File: src/rtl/aoc_pkg.sv
// Shared types and constants of the audio output clip and format stage.
package aoc_pkg;

    localparam int SAMPLE_W = 28;
    localparam int OUT_W    = 24;
    localparam int WORD_W   = 32;
    localparam int GAIN_W   = 16;
    localparam int MODE_W   = 2;
    localparam int PEAK_W   = 27;
    localparam int ACC_W    = SAMPLE_W + GAIN_W;
    localparam int AQ_W     = 32;
    localparam int MAG_W    = 23;
    localparam int QUO_W    = 19;
    localparam int REM_W    = 37;
    localparam int DSH_W    = AQ_W + QUO_W - 1;
    localparam int STEP_W   = 5;
    localparam int CFG_IDX_W = 2;

    localparam logic [AQ_W-1:0]   CLIP_TH   = 32'd7957433;
    localparam logic [AQ_W-1:0]   KNEE_Q    = 32'd7704013;
    localparam logic [AQ_W-1:0]   EPS_Q     = 32'd8389;
    localparam logic [MAG_W-1:0]  CLIP_GAIN = 23'd8220835;
    // Product of the clip gain and the epsilon term.
    localparam logic [REM_W-1:0]  CLIP_K    = 37'd68964584815;
    localparam logic [PEAK_W-1:0] LED_TH    = 27'd7549747;
    localparam logic [PEAK_W-1:0] PEAK_MAX  = 27'h7FFFFFF;

    localparam logic [GAIN_W-1:0] GAIN_RESET = 16'd4096;

    localparam logic [CFG_IDX_W-1:0] CFG_VOLUME = 2'd0;
    localparam logic [CFG_IDX_W-1:0] CFG_MODE   = 2'd1;

    localparam logic [MODE_W-1:0] MODE_DIRECT   = 2'd0;
    localparam logic [MODE_W-1:0] MODE_LINE     = 2'd1;
    localparam logic [MODE_W-1:0] MODE_BALANCED = 2'd2;
    localparam logic [MODE_W-1:0] MODE_MONITOR  = 2'd3;

    typedef enum logic [2:0] {
        S_IDLE,
        S_MUL,
        S_PREP,
        S_DIV,
        S_FIN,
        S_DONE
    } t_state;

    typedef struct packed {
        logic load;
        logic mul;
        logic prep;
        logic div;
        logic fin;
    } t_lane_ctl;

endpackage

File: src/rtl/audio_output_clip_format_core.sv
// Top level of the audio output stage: volume, soft clip, output mode, packing, peak LED.
// Each clipper lane runs a bit-serial volume multiply over the 16 gain bits and, after a
// prep step, a restoring division for 19 quotient bits; a finish step and a done state that
// waits for a free output register follow. The input stalls until the sequencer is idle.
// The three lanes (left, right, monitor) run in lockstep from one sequencer.
// Synchronous active-low reset clears the sequencer, the output valid flag, the peak
// meter and the registers (volume 4096, direct mode); no clearing pass is needed.
module audio_output_clip_format_core
    import aoc_pkg::*;
#(
    parameter int PEAK_WINDOW = 512
)(
    input  logic                       i_clk,
    input  logic                       i_rst_n,
    input  logic                       i_cfg_we,
    input  logic [CFG_IDX_W-1:0]       i_cfg_index,
    input  logic [GAIN_W-1:0]          i_cfg_data,
    input  logic                       i_in_valid,
    output logic                       o_in_stall,
    input  logic signed [SAMPLE_W-1:0] i_left_sample,
    input  logic signed [SAMPLE_W-1:0] i_right_sample,
    input  logic signed [SAMPLE_W-1:0] i_monitor_sample,
    output logic                       o_out_valid,
    input  logic                       i_out_stall,
    output logic [WORD_W-1:0]          o_left_word,
    output logic [WORD_W-1:0]          o_right_word,
    output logic                       o_overload_led
);

    localparam int CNT_W = (PEAK_WINDOW > 2) ? $clog2(PEAK_WINDOW) : 1;
    localparam logic [CNT_W-1:0] CNT_LAST = CNT_W'(PEAK_WINDOW - 1);

    // Configuration registers.
    logic [GAIN_W-1:0] r_gain;
    logic [MODE_W-1:0] r_mode;

    // Sequencer.
    t_state            r_state, n_state;
    logic [STEP_W-1:0] r_step, n_step;
    t_lane_ctl         lane_ctl;
    logic              load_out;
    logic              in_accept;

    // Peak meter.
    logic [PEAK_W-1:0] r_peak;
    logic [CNT_W-1:0]  r_cnt;
    logic              r_led;
    logic [SAMPLE_W-1:0] left_mag;
    logic [PEAK_W-1:0] left_peak;
    logic [PEAK_W-1:0] peak_max;

    // Result registers.
    logic              r_out_valid;
    logic [WORD_W-1:0] r_left_word;
    logic [WORD_W-1:0] r_right_word;
    logic              r_out_led;

    logic signed [OUT_W-1:0] clip_left;
    logic signed [OUT_W-1:0] clip_right;
    logic signed [OUT_W-1:0] clip_mon;
    logic signed [OUT_W-1:0] sel_left;
    logic signed [OUT_W-1:0] sel_right;

    // The clipper lanes share the sequencer's control word.
    aoc_clip_lane u_lane_left (
        .i_clk    (i_clk),
        .i_ctl    (lane_ctl),
        .i_sample (i_left_sample),
        .i_gain   (r_gain),
        .o_sample (clip_left)
    );

    aoc_clip_lane u_lane_right (
        .i_clk    (i_clk),
        .i_ctl    (lane_ctl),
        .i_sample (i_right_sample),
        .i_gain   (r_gain),
        .o_sample (clip_right)
    );

    aoc_clip_lane u_lane_mon (
        .i_clk    (i_clk),
        .i_ctl    (lane_ctl),
        .i_sample (i_monitor_sample),
        .i_gain   (r_gain),
        .o_sample (clip_mon)
    );

    assign in_accept  = (r_state == S_IDLE) && i_in_valid;
    assign o_in_stall = (r_state != S_IDLE);

    // Next state and lane controls. A new request is taken in idle even while the
    // previous result still waits in the output register.
    always_comb begin
        n_state  = r_state;
        n_step   = r_step;
        lane_ctl = '0;
        load_out = 1'b0;
        case (r_state)
            S_IDLE: begin
                if (i_in_valid) begin
                    lane_ctl.load = 1'b1;
                    n_step        = '0;
                    n_state       = S_MUL;
                end
            end
            S_MUL: begin
                lane_ctl.mul = 1'b1;
                if (r_step == STEP_W'(GAIN_W - 1)) begin
                    n_step  = '0;
                    n_state = S_PREP;
                end else begin
                    n_step = r_step + 1'b1;
                end
            end
            S_PREP: begin
                lane_ctl.prep = 1'b1;
                n_step        = '0;
                n_state       = S_DIV;
            end
            S_DIV: begin
                lane_ctl.div = 1'b1;
                if (r_step == STEP_W'(QUO_W - 1)) begin
                    n_step  = '0;
                    n_state = S_FIN;
                end else begin
                    n_step = r_step + 1'b1;
                end
            end
            S_FIN: begin
                lane_ctl.fin = 1'b1;
                n_state      = S_DONE;
            end
            S_DONE: begin
                // Wait until the output register is free or being emptied now.
                if (!r_out_valid || !i_out_stall) begin
                    load_out = 1'b1;
                    n_state  = S_IDLE;
                end
            end
            default: begin
                n_state = S_IDLE;
            end
        endcase
    end

    always_ff @(posedge i_clk) begin
        if (!i_rst_n) begin
            r_state <= S_IDLE;
            r_step  <= '0;
        end else begin
            r_state <= n_state;
            r_step  <= n_step;
        end
    end

    // Configuration writes; indexes beyond the register list are ignored.
    always_ff @(posedge i_clk) begin
        if (!i_rst_n) begin
            r_gain <= GAIN_RESET;
            r_mode <= MODE_DIRECT;
        end else if (i_cfg_we) begin
            if (i_cfg_index == CFG_VOLUME) begin
                r_gain <= i_cfg_data;
            end else if (i_cfg_index == CFG_MODE) begin
                r_mode <= i_cfg_data[MODE_W-1:0];
            end
        end
    end

    // The peak meter looks at the raw left sample, before volume. The most
    // negative sample saturates to the largest 27-bit magnitude.
    assign left_mag  = i_left_sample[SAMPLE_W-1] ? SAMPLE_W'(-i_left_sample)
                                                 : SAMPLE_W'(i_left_sample);
    assign left_peak = left_mag[SAMPLE_W-1] ? PEAK_MAX : left_mag[PEAK_W-1:0];
    assign peak_max  = (left_peak > r_peak) ? left_peak : r_peak;

    always_ff @(posedge i_clk) begin
        if (!i_rst_n) begin
            r_peak <= '0;
            r_cnt  <= '0;
            r_led  <= 1'b0;
        end else if (in_accept) begin
            if (r_cnt == CNT_LAST) begin
                // End of window: latch the LED and start a fresh peak.
                r_cnt  <= '0;
                r_led  <= peak_max > LED_TH;
                r_peak <= '0;
            end else begin
                r_cnt  <= r_cnt + 1'b1;
                r_peak <= peak_max;
            end
        end
    end

    // Output mode selection. Line mode halves with an arithmetic shift, which
    // rounds toward minus infinity.
    always_comb begin
        sel_left  = clip_left;
        sel_right = clip_right;
        case (r_mode)
            MODE_DIRECT: begin
                sel_left  = clip_left;
                sel_right = clip_right;
            end
            MODE_LINE: begin
                sel_left  = clip_left >>> 1;
                sel_right = clip_right >>> 1;
            end
            MODE_BALANCED: begin
                sel_right = -clip_left;
            end
            MODE_MONITOR: begin
                sel_left = clip_mon;
            end
            default: begin
                sel_left  = clip_left;
                sel_right = clip_right;
            end
        endcase
    end

    // Codec packing: the sample shifted left by 8 and rotated by 16 bits.
    always_ff @(posedge i_clk) begin
        if (load_out) begin
            r_left_word  <= {sel_left[7:0], 8'h00, sel_left[OUT_W-1:8]};
            r_right_word <= {sel_right[7:0], 8'h00, sel_right[OUT_W-1:8]};
            r_out_led    <= r_led;
        end
    end

    always_ff @(posedge i_clk) begin
        if (!i_rst_n) begin
            r_out_valid <= 1'b0;
        end else if (load_out) begin
            r_out_valid <= 1'b1;
        end else if (!i_out_stall) begin
            r_out_valid <= 1'b0;
        end
    end

    assign o_out_valid    = r_out_valid;
    assign o_left_word    = r_left_word;
    assign o_right_word   = r_right_word;
    assign o_overload_led = r_out_led;

endmodule

File: src/rtl/aoc_clip_lane.sv
// One clipper lane: bit-serial volume multiply and bit-serial rational division.
module aoc_clip_lane
    import aoc_pkg::*;
(
    input  logic                       i_clk,
    input  t_lane_ctl                  i_ctl,
    input  logic signed [SAMPLE_W-1:0] i_sample,
    input  logic [GAIN_W-1:0]          i_gain,
    output logic signed [OUT_W-1:0]    o_sample
);

    logic                r_neg;
    logic [SAMPLE_W-1:0] r_mag;
    logic [GAIN_W-1:0]   r_gain;
    logic [ACC_W-1:0]    r_acc;
    logic                r_clip;
    logic [MAG_W-1:0]    r_lin;
    logic [REM_W-1:0]    r_rem;
    logic [DSH_W-1:0]    r_dsh;
    logic [QUO_W-1:0]    r_quo;
    logic [OUT_W-1:0]    r_res;

    logic [AQ_W-1:0]     a_q;
    logic [AQ_W-1:0]     den;
    logic                fits;
    logic [QUO_W-1:0]    quo_ceil;
    logic [MAG_W-1:0]    mag_out;

    assign a_q      = r_acc[ACC_W-1:12];
    assign den      = a_q - KNEE_Q + EPS_Q;
    assign fits     = {{(DSH_W-REM_W){1'b0}}, r_rem} >= r_dsh;
    // Clipped magnitude is CLIP_GAIN - ceil(CLIP_K / (b + eps)).
    assign quo_ceil = r_quo + QUO_W'(r_rem != '0);
    assign mag_out  = r_clip ? (CLIP_GAIN - MAG_W'(quo_ceil)) : r_lin;

    always_ff @(posedge i_clk) begin
        if (i_ctl.load) begin
            r_neg  <= i_sample[SAMPLE_W-1];
            r_mag  <= i_sample[SAMPLE_W-1] ? SAMPLE_W'(-i_sample) : SAMPLE_W'(i_sample);
            r_gain <= i_gain;
            r_acc  <= '0;
        end
        if (i_ctl.mul) begin
            r_acc  <= {r_acc[ACC_W-2:0], 1'b0}
                      + (r_gain[GAIN_W-1] ? ACC_W'(r_mag) : '0);
            r_gain <= {r_gain[GAIN_W-2:0], 1'b0};
        end
        if (i_ctl.prep) begin
            r_clip <= a_q > CLIP_TH;
            // Up to the clip threshold the gain of 8388607/2^23 reduces to a - 1.
            r_lin  <= (a_q == '0) ? '0 : MAG_W'(a_q - 1'b1);
            r_rem  <= CLIP_K;
            r_dsh  <= {den, {(QUO_W-1){1'b0}}};
            r_quo  <= '0;
        end
        if (i_ctl.div) begin
            if (fits) begin
                r_rem <= r_rem - r_dsh[REM_W-1:0];
            end
            r_quo <= {r_quo[QUO_W-2:0], fits};
            r_dsh <= {1'b0, r_dsh[DSH_W-1:1]};
        end
        if (i_ctl.fin) begin
            r_res <= r_neg ? OUT_W'(-{1'b0, mag_out}) : OUT_W'({1'b0, mag_out});
        end
    end

    assign o_sample = r_res;

endmodule

File: config.mk
export PLATFORM = sky130hd
export DESIGN_NAME = audio_output_clip_format_core
export DESIGN_NICKNAME = d
export VERILOG_FILES = /design/src/rtl/aoc_pkg.sv /design/src/rtl/audio_output_clip_format_core.sv /design/src/rtl/aoc_clip_lane.sv
export SDC_FILE = /design/constraint.sdc
export NUM_CORES = 2
export LEC_CHECK = 0
export ABC_CLOCK_PERIOD_IN_PS = 15400
export BUFFER_PORTS_ARGS = -buffer_cell sky130_fd_sc_hd__clkbuf_2
export CORE_ASPECT_RATIO = 0.6
export CORE_MARGIN = 2
export CORE_UTILIZATION = 54
export CTS_CLUSTER_DIAMETER = 40
export DETAILED_ROUTE_END_ITERATION = 6
export PLACE_DENSITY = 0.75
export SYNTH_ARGS = -nofsm -noshare
export SYNTH_HDL_FRONTEND = slang
export SYNTH_SLANG_ARGS = --single-unit
File: constraint.sdc
create_clock -name i_clk -period 15.4 [get_ports i_clk]
set_input_delay 1.54 -clock i_clk [delete_from_list [all_inputs] [get_ports i_clk]]
set_output_delay 1.54 -clock i_clk [all_outputs]
set_load 0.02 [all_outputs]
* After elaboration in Yosys (flattened, before gate mapping)
Index checks and enable logic that the tools add are counted.
Cells by class: equality and inequality tests 17, bitwise logic cells 1, $add $sub $neg 30, reductions and logical operators 21, mux-type cells 64, order comparisons 8
Operators with widths (count):
- 37-bit two-way mux | 9
- 49-bit two-way mux | 6
- 44-bit two-way mux | 4
- 37-bit by 50-bit greater-or-equal comparator with 1-bit output | 3
- 23-bit two-way mux | 6
- 27-bit two-way mux | 5
- 44-bit by 28-bit adder with 44-bit output | 3
- 28-bit two-way mux | 4
- 37-bit nonzero test | 3
- 37-bit subtractor | 3
- 32-bit by 14-bit adder with 32-bit output (second input constant) | 3
- 32-bit by 23-bit greater-than comparator with 1-bit output (second input constant) | 3
- 32-bit zero test | 3
- 24-bit one-hot mux with 2 select lines | 2
- 32-bit by 23-bit subtractor with 32-bit output (second input constant) | 3
- 28-bit negation | 3
- 19-bit two-way mux | 4
- 23-bit negation with 24-bit output | 3
- 23-bit by 1-bit subtractor with 23-bit output (second input constant) | 3
- 16-bit two-way mux | 4
- 19-bit by 20-bit subtractor with 21-bit output (first input constant) | 3
- 19-bit by 1-bit adder with 19-bit output | 3
- 27-bit by 23-bit greater-than comparator with 1-bit output (second input constant) | 1
- 27-bit greater-than comparator | 1
- other kinds (31) | 56
Word-level totals: input port bits 107, bits in registers 840, logic and storage cells 191

* Depth between registers and ports, before layout
depth after elaboration 6, mapped depth 22, mapped depth without buffers 19

* Modules after synthesis
A second synthesis with hierarchy kept.
Unflattened totals: cell total of the unflattened synthesis 5886, area, all modules 55401.9 um2
Modules (own cells, without submodules):
- aoc_clip_lane (u_lane_mon ...) | cells each 1655, times used 2, area each 15909.0 um2
- aoc_clip_lane (u_lane_left) | cells each 1679, times used 1, area each 16002.8 um2
- audio_output_clip_format_core | cells each 897, times used 1, area each 7581.0 um2

* Worst setup path before layout
No wires, ideal clock.
kind flip-flop to flip-flop, from register r_state[1], to register u_lane_mon.r_quo[10], data pin, arrival time 6.994 ns, period minus slack after synthesis 7.168 ns, setup slack 8.232 ns, setup time 0.174 ns, cell stages (with the launch flop) 6, cells stage by stage dfxtp_1 clkbuf_1 nand2b_1 inv_1 clkbuf_1 and3_1
On the way: cells in the longest elaborated chain, start to end 3
RTL lines:
- start, declared | RTL line audio_output_clip_format_core.sv:38 | t_state r_state, n_state;
- start signal, assigned | RTL line audio_output_clip_format_core.sv:152 | r_state <= n_state;
- 3-bit by 2-bit equality test with 1-bit output | RTL line audio_output_clip_format_core.sv:99 | case (r_state)
- 1-bit two-way mux | RTL line audio_output_clip_format_core.sv:99
- 19-bit two-way mux | RTL line aoc_clip_lane.sv:56 | if (i_ctl.div) begin
- end signal, assigned | RTL line aoc_clip_lane.sv:60 | r_quo <= {r_quo[QUO_W-2:0], fits};
- end, declared | RTL line aoc_clip_lane.sv:20 | logic [QUO_W-1:0] r_quo;
No other way between the ends. A chain may end at the register's enable or synchronous reset.

* Final worst setup path
from input port i_left_sample[14], to register r_peak[0]
On the way: cells in the longest elaborated chain, start to end 6
RTL lines:
- start, declared | RTL line audio_output_clip_format_core.sv:20 | input logic signed [SAMPLE_W-1:0] i_left_sample,
- 28-bit negation (*) | RTL line audio_output_clip_format_core.sv:173 | assign left_mag = i_left_sample[SAMPLE_W-1] ? SAMPLE_W'(-i_left_sample)
- 28-bit two-way mux (*)
- named net left_mag[27] | RTL line audio_output_clip_format_core.sv:48 | logic [SAMPLE_W-1:0] left_mag;
- 27-bit two-way mux (*) | RTL line audio_output_clip_format_core.sv:175 | assign left_peak = left_mag[SAMPLE_W-1] ? PEAK_MAX : left_mag[PEAK_W-1:0];
- 27-bit greater-than comparator | RTL line audio_output_clip_format_core.sv:176 | assign peak_max = (left_peak > r_peak) ? left_peak : r_peak;
- 27-bit two-way mux (*) | RTL line audio_output_clip_format_core.sv:176
- 27-bit two-way mux (*) | RTL line audio_output_clip_format_core.sv:184 | if (r_cnt == CNT_LAST) begin
- end signal, assigned | RTL line audio_output_clip_format_core.sv:191 | r_peak <= peak_max;
- end, declared | RTL line audio_output_clip_format_core.sv:45 | logic [PEAK_W-1:0] r_peak;
The timed path passes the listed nets; every way through them passes the cells marked *.

==> qor.txt <==
Clock Latency Late Sink: 0.71 ns
min cycle time layout: 6.78 ns
Routed Antenna Nets: 0
Worst-path clk slew: 0.06 ns
reg2reg start: u_lane_right.r_rem[23]$_DFF_P_
reg-to-reg slack, setup: 9.73 ns
Worst Tran Pin Value: 1.36 ns
Critical Path End: r_peak[0]$_SDFFE_PN0P_
Data required, critical path: 16.02 ns
slowest CP cell: nor3b_4
CP Launch Point: i_left_sample[14]
gr ovfl total: 0
Synth-to-Final Area Change: 9.86%
top cell type's share of synthesized area: 36.7%
dpl ws: 8.00 ns
routed vias: 41580
CTS resizes: 0
Global Route Usage Sum: 26.1%
Die Ht: 243 um
gpl congestion: 0.954
Die Width: 403 um
Total Power Consumption: 7.60 mW
synth top area cells: edfxtp_1, dfxtp_1, ha_1
DRT iter0 DRCs: 4361
clk sinks: 810
post-synthesis sequential area ratio: 43.7%
vias in the first global route: 37429
largest net degree at the start of global routing: 100
Syn Std Cell Area: 51600 um^2
dpl cell area: 53100 um^2
Crit Path Class: input pin to register
number of synthesized flops with an enable pin: 631
Hold Crit Class: register to register
CP Launch Type: input pin
Critical path buffers and inverters: 3
global-route wire length before repair: 207000 um
row count: 87
Max-slew headroom: 8.39%
CTS Buf Count: 100
Synth area leader: edfxtp_1
skew final: 0.0303 ns
CP max FO: 25
RR Endpoint: u_lane_right.o_sample[19]$_DFFE_PP_
Setup crit end kind: register
logic depth of the worst path, buffers included: 19
unrepaired setup endpoints after global routing: false
non-filler cells, final: 6886
max-slew violations: 0
post-route setup slack: 8.62 ns
CP Cell Sequence: clkbuf_2, or4_1, or3_1, or4_1, buf_4, inv_1, nor3_1, a21oi_1, ha_1, and3_1, nand3_1, or3_1, nor2_1, o31a_1, nor3_1, a31oi_1, nor3b_4, o21ai_0, a21boi_0
ys async rst share: 0%
Ys Warns: 0
synth cell count leaders: edfxtp_1, nand2_1, nor2_1
final WL: 132000 um
Mapped Avg Cell Area: 9.32 um^2
TritonCTS clock tree: done
Max Buffers Root-to-Sink: 3
vias per cell: 6.04
area of the multi-input gates: 26900 um^2
Final Hold Fails: 0
Fillers: 7893
layout cells sized above 1: 7.93%
Post-CTS Setup Bufs: 0
Initial DRT Pass Iterations: 7
R2R depth: 19
Starting Density: 54.7%
Max-Cap Viols: 0
CTS Root Cell: clkbuf_16
antenna violations before repair: 1
H-Tree Depth: 3
fin util: 60.1%
Top Family by Delay on Critical Path: simple AND/OR/NAND/NOR gates
ys flop type: edfxtp_1
placed insts: 6698
CTS Hold Bufs: 0
Arrival @ worst endpoint: 7.40 ns
FF/Latch Area: 22500 um^2
nets: 5920
register bit total from synthesis: 810
Setup TNS Final: 0 ns
Pwr Density: 134 nW/um^2
Final setup viols: 0
Final Cell Area: 56600 um^2
fin crit share: 44.0%
Core ar.: 94300 um^2
DRC Markers: 0
leakage power: 21.9 nW
status: finished, final reports clean
IO Pins: 174
maximum VDD drop: 0.0934 mV
ANT cells: 0
drt wl/cell: 19.1 um
most common cell in the netlist: edfxtp_1
Min Hold Slack: 0.451 ns
Fmax: 148 MHz
Cell variety after synth: 102
floorplan die area: 98100 um^2
Cells after Synth: 5533
IO buf count: 157
dpl hpwl: 95200 um
CP peak stage delay: 1.08 ns
[how the worst min path moves through the flow]
stage / startpoint / to / cells after the start
after floorplan: r_led$_SDFFE_PN0P_ / o_overload_led$_DFFE_PP_ / 0
after global placement: u_lane_mon.r_gain[0]$_SDFFE_PP0P_ / u_lane_mon.r_gain[0]$_SDFFE_PP0P_ / 2
after detailed placement: r_gain[0]$_SDFFE_PN0P_ / u_lane_mon.r_gain[0]$_SDFFE_PP0P_ / 2
after CTS: r_gain[0]$_SDFFE_PN0P_ / u_lane_mon.r_gain[0]$_SDFFE_PP0P_ / 2
after global routing: r_led$_SDFFE_PN0P_ / o_overload_led$_DFFE_PP_ / 0
final: r_gain[0]$_SDFFE_PN0P_ / u_lane_mon.r_gain[0]$_SDFFE_PP0P_ / 2
[worst register-to-register path, stage by stage, from the launching register on]
cell and delay (ns):
dfxtp_1 0.33, nor4_1 0.48, nand4_1 0.29, nor2_1 0.17, nand3_1 0.16, ha_1 0.29
ha_1 0.26, xnor2_1 0.25, ha_1 0.29, inv_1 0.07, o2111ai_1 0.22, a21oi_1 0.13
o21ai_1 0.28, a31oi_1 0.12, a221oi_1 0.48, nand3_1 0.28, nor3_1 0.39, nand4_1 0.28
o41ai_1 0.53, xnor2_1 0.11
[per-layer routing]
layer	GRT usage [%]	wire, um	up-vias
li1	-	-	19990
met1	42.1	64700	19613
met2	34.0	50400	1838
met3	7.35	14600	137
met4	5.05	1910	2
met5	0.536	69	-
[cell type report]
class / instances / share of cell area (%)
inverters: 293 / 1.96
flip-flops and latches: 810 / 39.8
well taps: 1246 / 2.75
multi-input cells: 4158 / 47.5
clock inverters: 73 / 1.52
repair buffers: 191 / 1.84
clock buffers: 115 / 4.68
[cell families (layout without fill, tap and decap cells)]
group	Yosys count	after routing	share of synthesized area [%]
AOI/OAI and AO/OA	1293	1293	16.2
xor gates and xnor gates	544	544	9.27
muxes	44	44	0.883
buffers and inverters	580	672	4.44
adders and majority gates	259	259	6.37
DFF	810	810	43.7
and+or+nand+nor	2002	2002	19.1
other	1	16	0.00727
[sequential cells by signal (all words and copies together) (netlist names), 27 cells and up]
register	count
r_peak	27
u_lane_left.r_acc	44
u_lane_left.r_dsh	50
u_lane_left.r_mag	28
u_lane_left.r_rem	37
u_lane_mon.r_acc	44
u_lane_mon.r_dsh	50
u_lane_mon.r_mag	28
u_lane_mon.r_rem	37
u_lane_right.r_acc	44
u_lane_right.r_dsh	50
u_lane_right.r_mag	28
u_lane_right.r_rem	37
[cells in the final DEF, fill, tap and decap left out, types with 37 or more instances in the layout]
| cell type | netlist | routed |
|---|---|---|
| a21o_1 | 124 | 124 |
| a21oi_1 | 330 | 329 |
| a22o_1 | 40 | 40 |
| a22oi_1 | 63 | 63 |
| a31oi_1 | 40 | 40 |
| and2_1 | 111 | 110 |
| and3_1 | 85 | 85 |
| clkbuf_16 | 0 | 104 |
| clkbuf_2 | 3 | 157 |
| dfxtp_1 | 179 | 178 |
| edfxtp_1 | 631 | 631 |
| ha_1 | 253 | 253 |
| inv_1 | 292 | 291 |
| nand2_1 | 520 | 518 |
| nand2b_1 | 67 | 67 |
| nand3_1 | 103 | 103 |
| nand4_1 | 63 | 63 |
| nor2_1 | 514 | 512 |
| nor2b_1 | 86 | 86 |
| nor3_1 | 154 | 153 |
| nor4_1 | 75 | 73 |
| o21a_1 | 46 | 46 |
| o21ai_0 | 303 | 303 |
| o31ai_1 | 67 | 67 |
| or3_1 | 68 | 68 |
| or4_1 | 37 | 37 |
| xnor2_1 | 332 | 332 |
| xor2_1 | 211 | 211 |
[power by group]
group	internal, mW	leakage [nW]	switching (mW)
logic	0.796	12.7	1.24
clock network	1.44	1.71	1.04
registers	2.76	7.43	0.323
(Power assumes the default switching activity.)
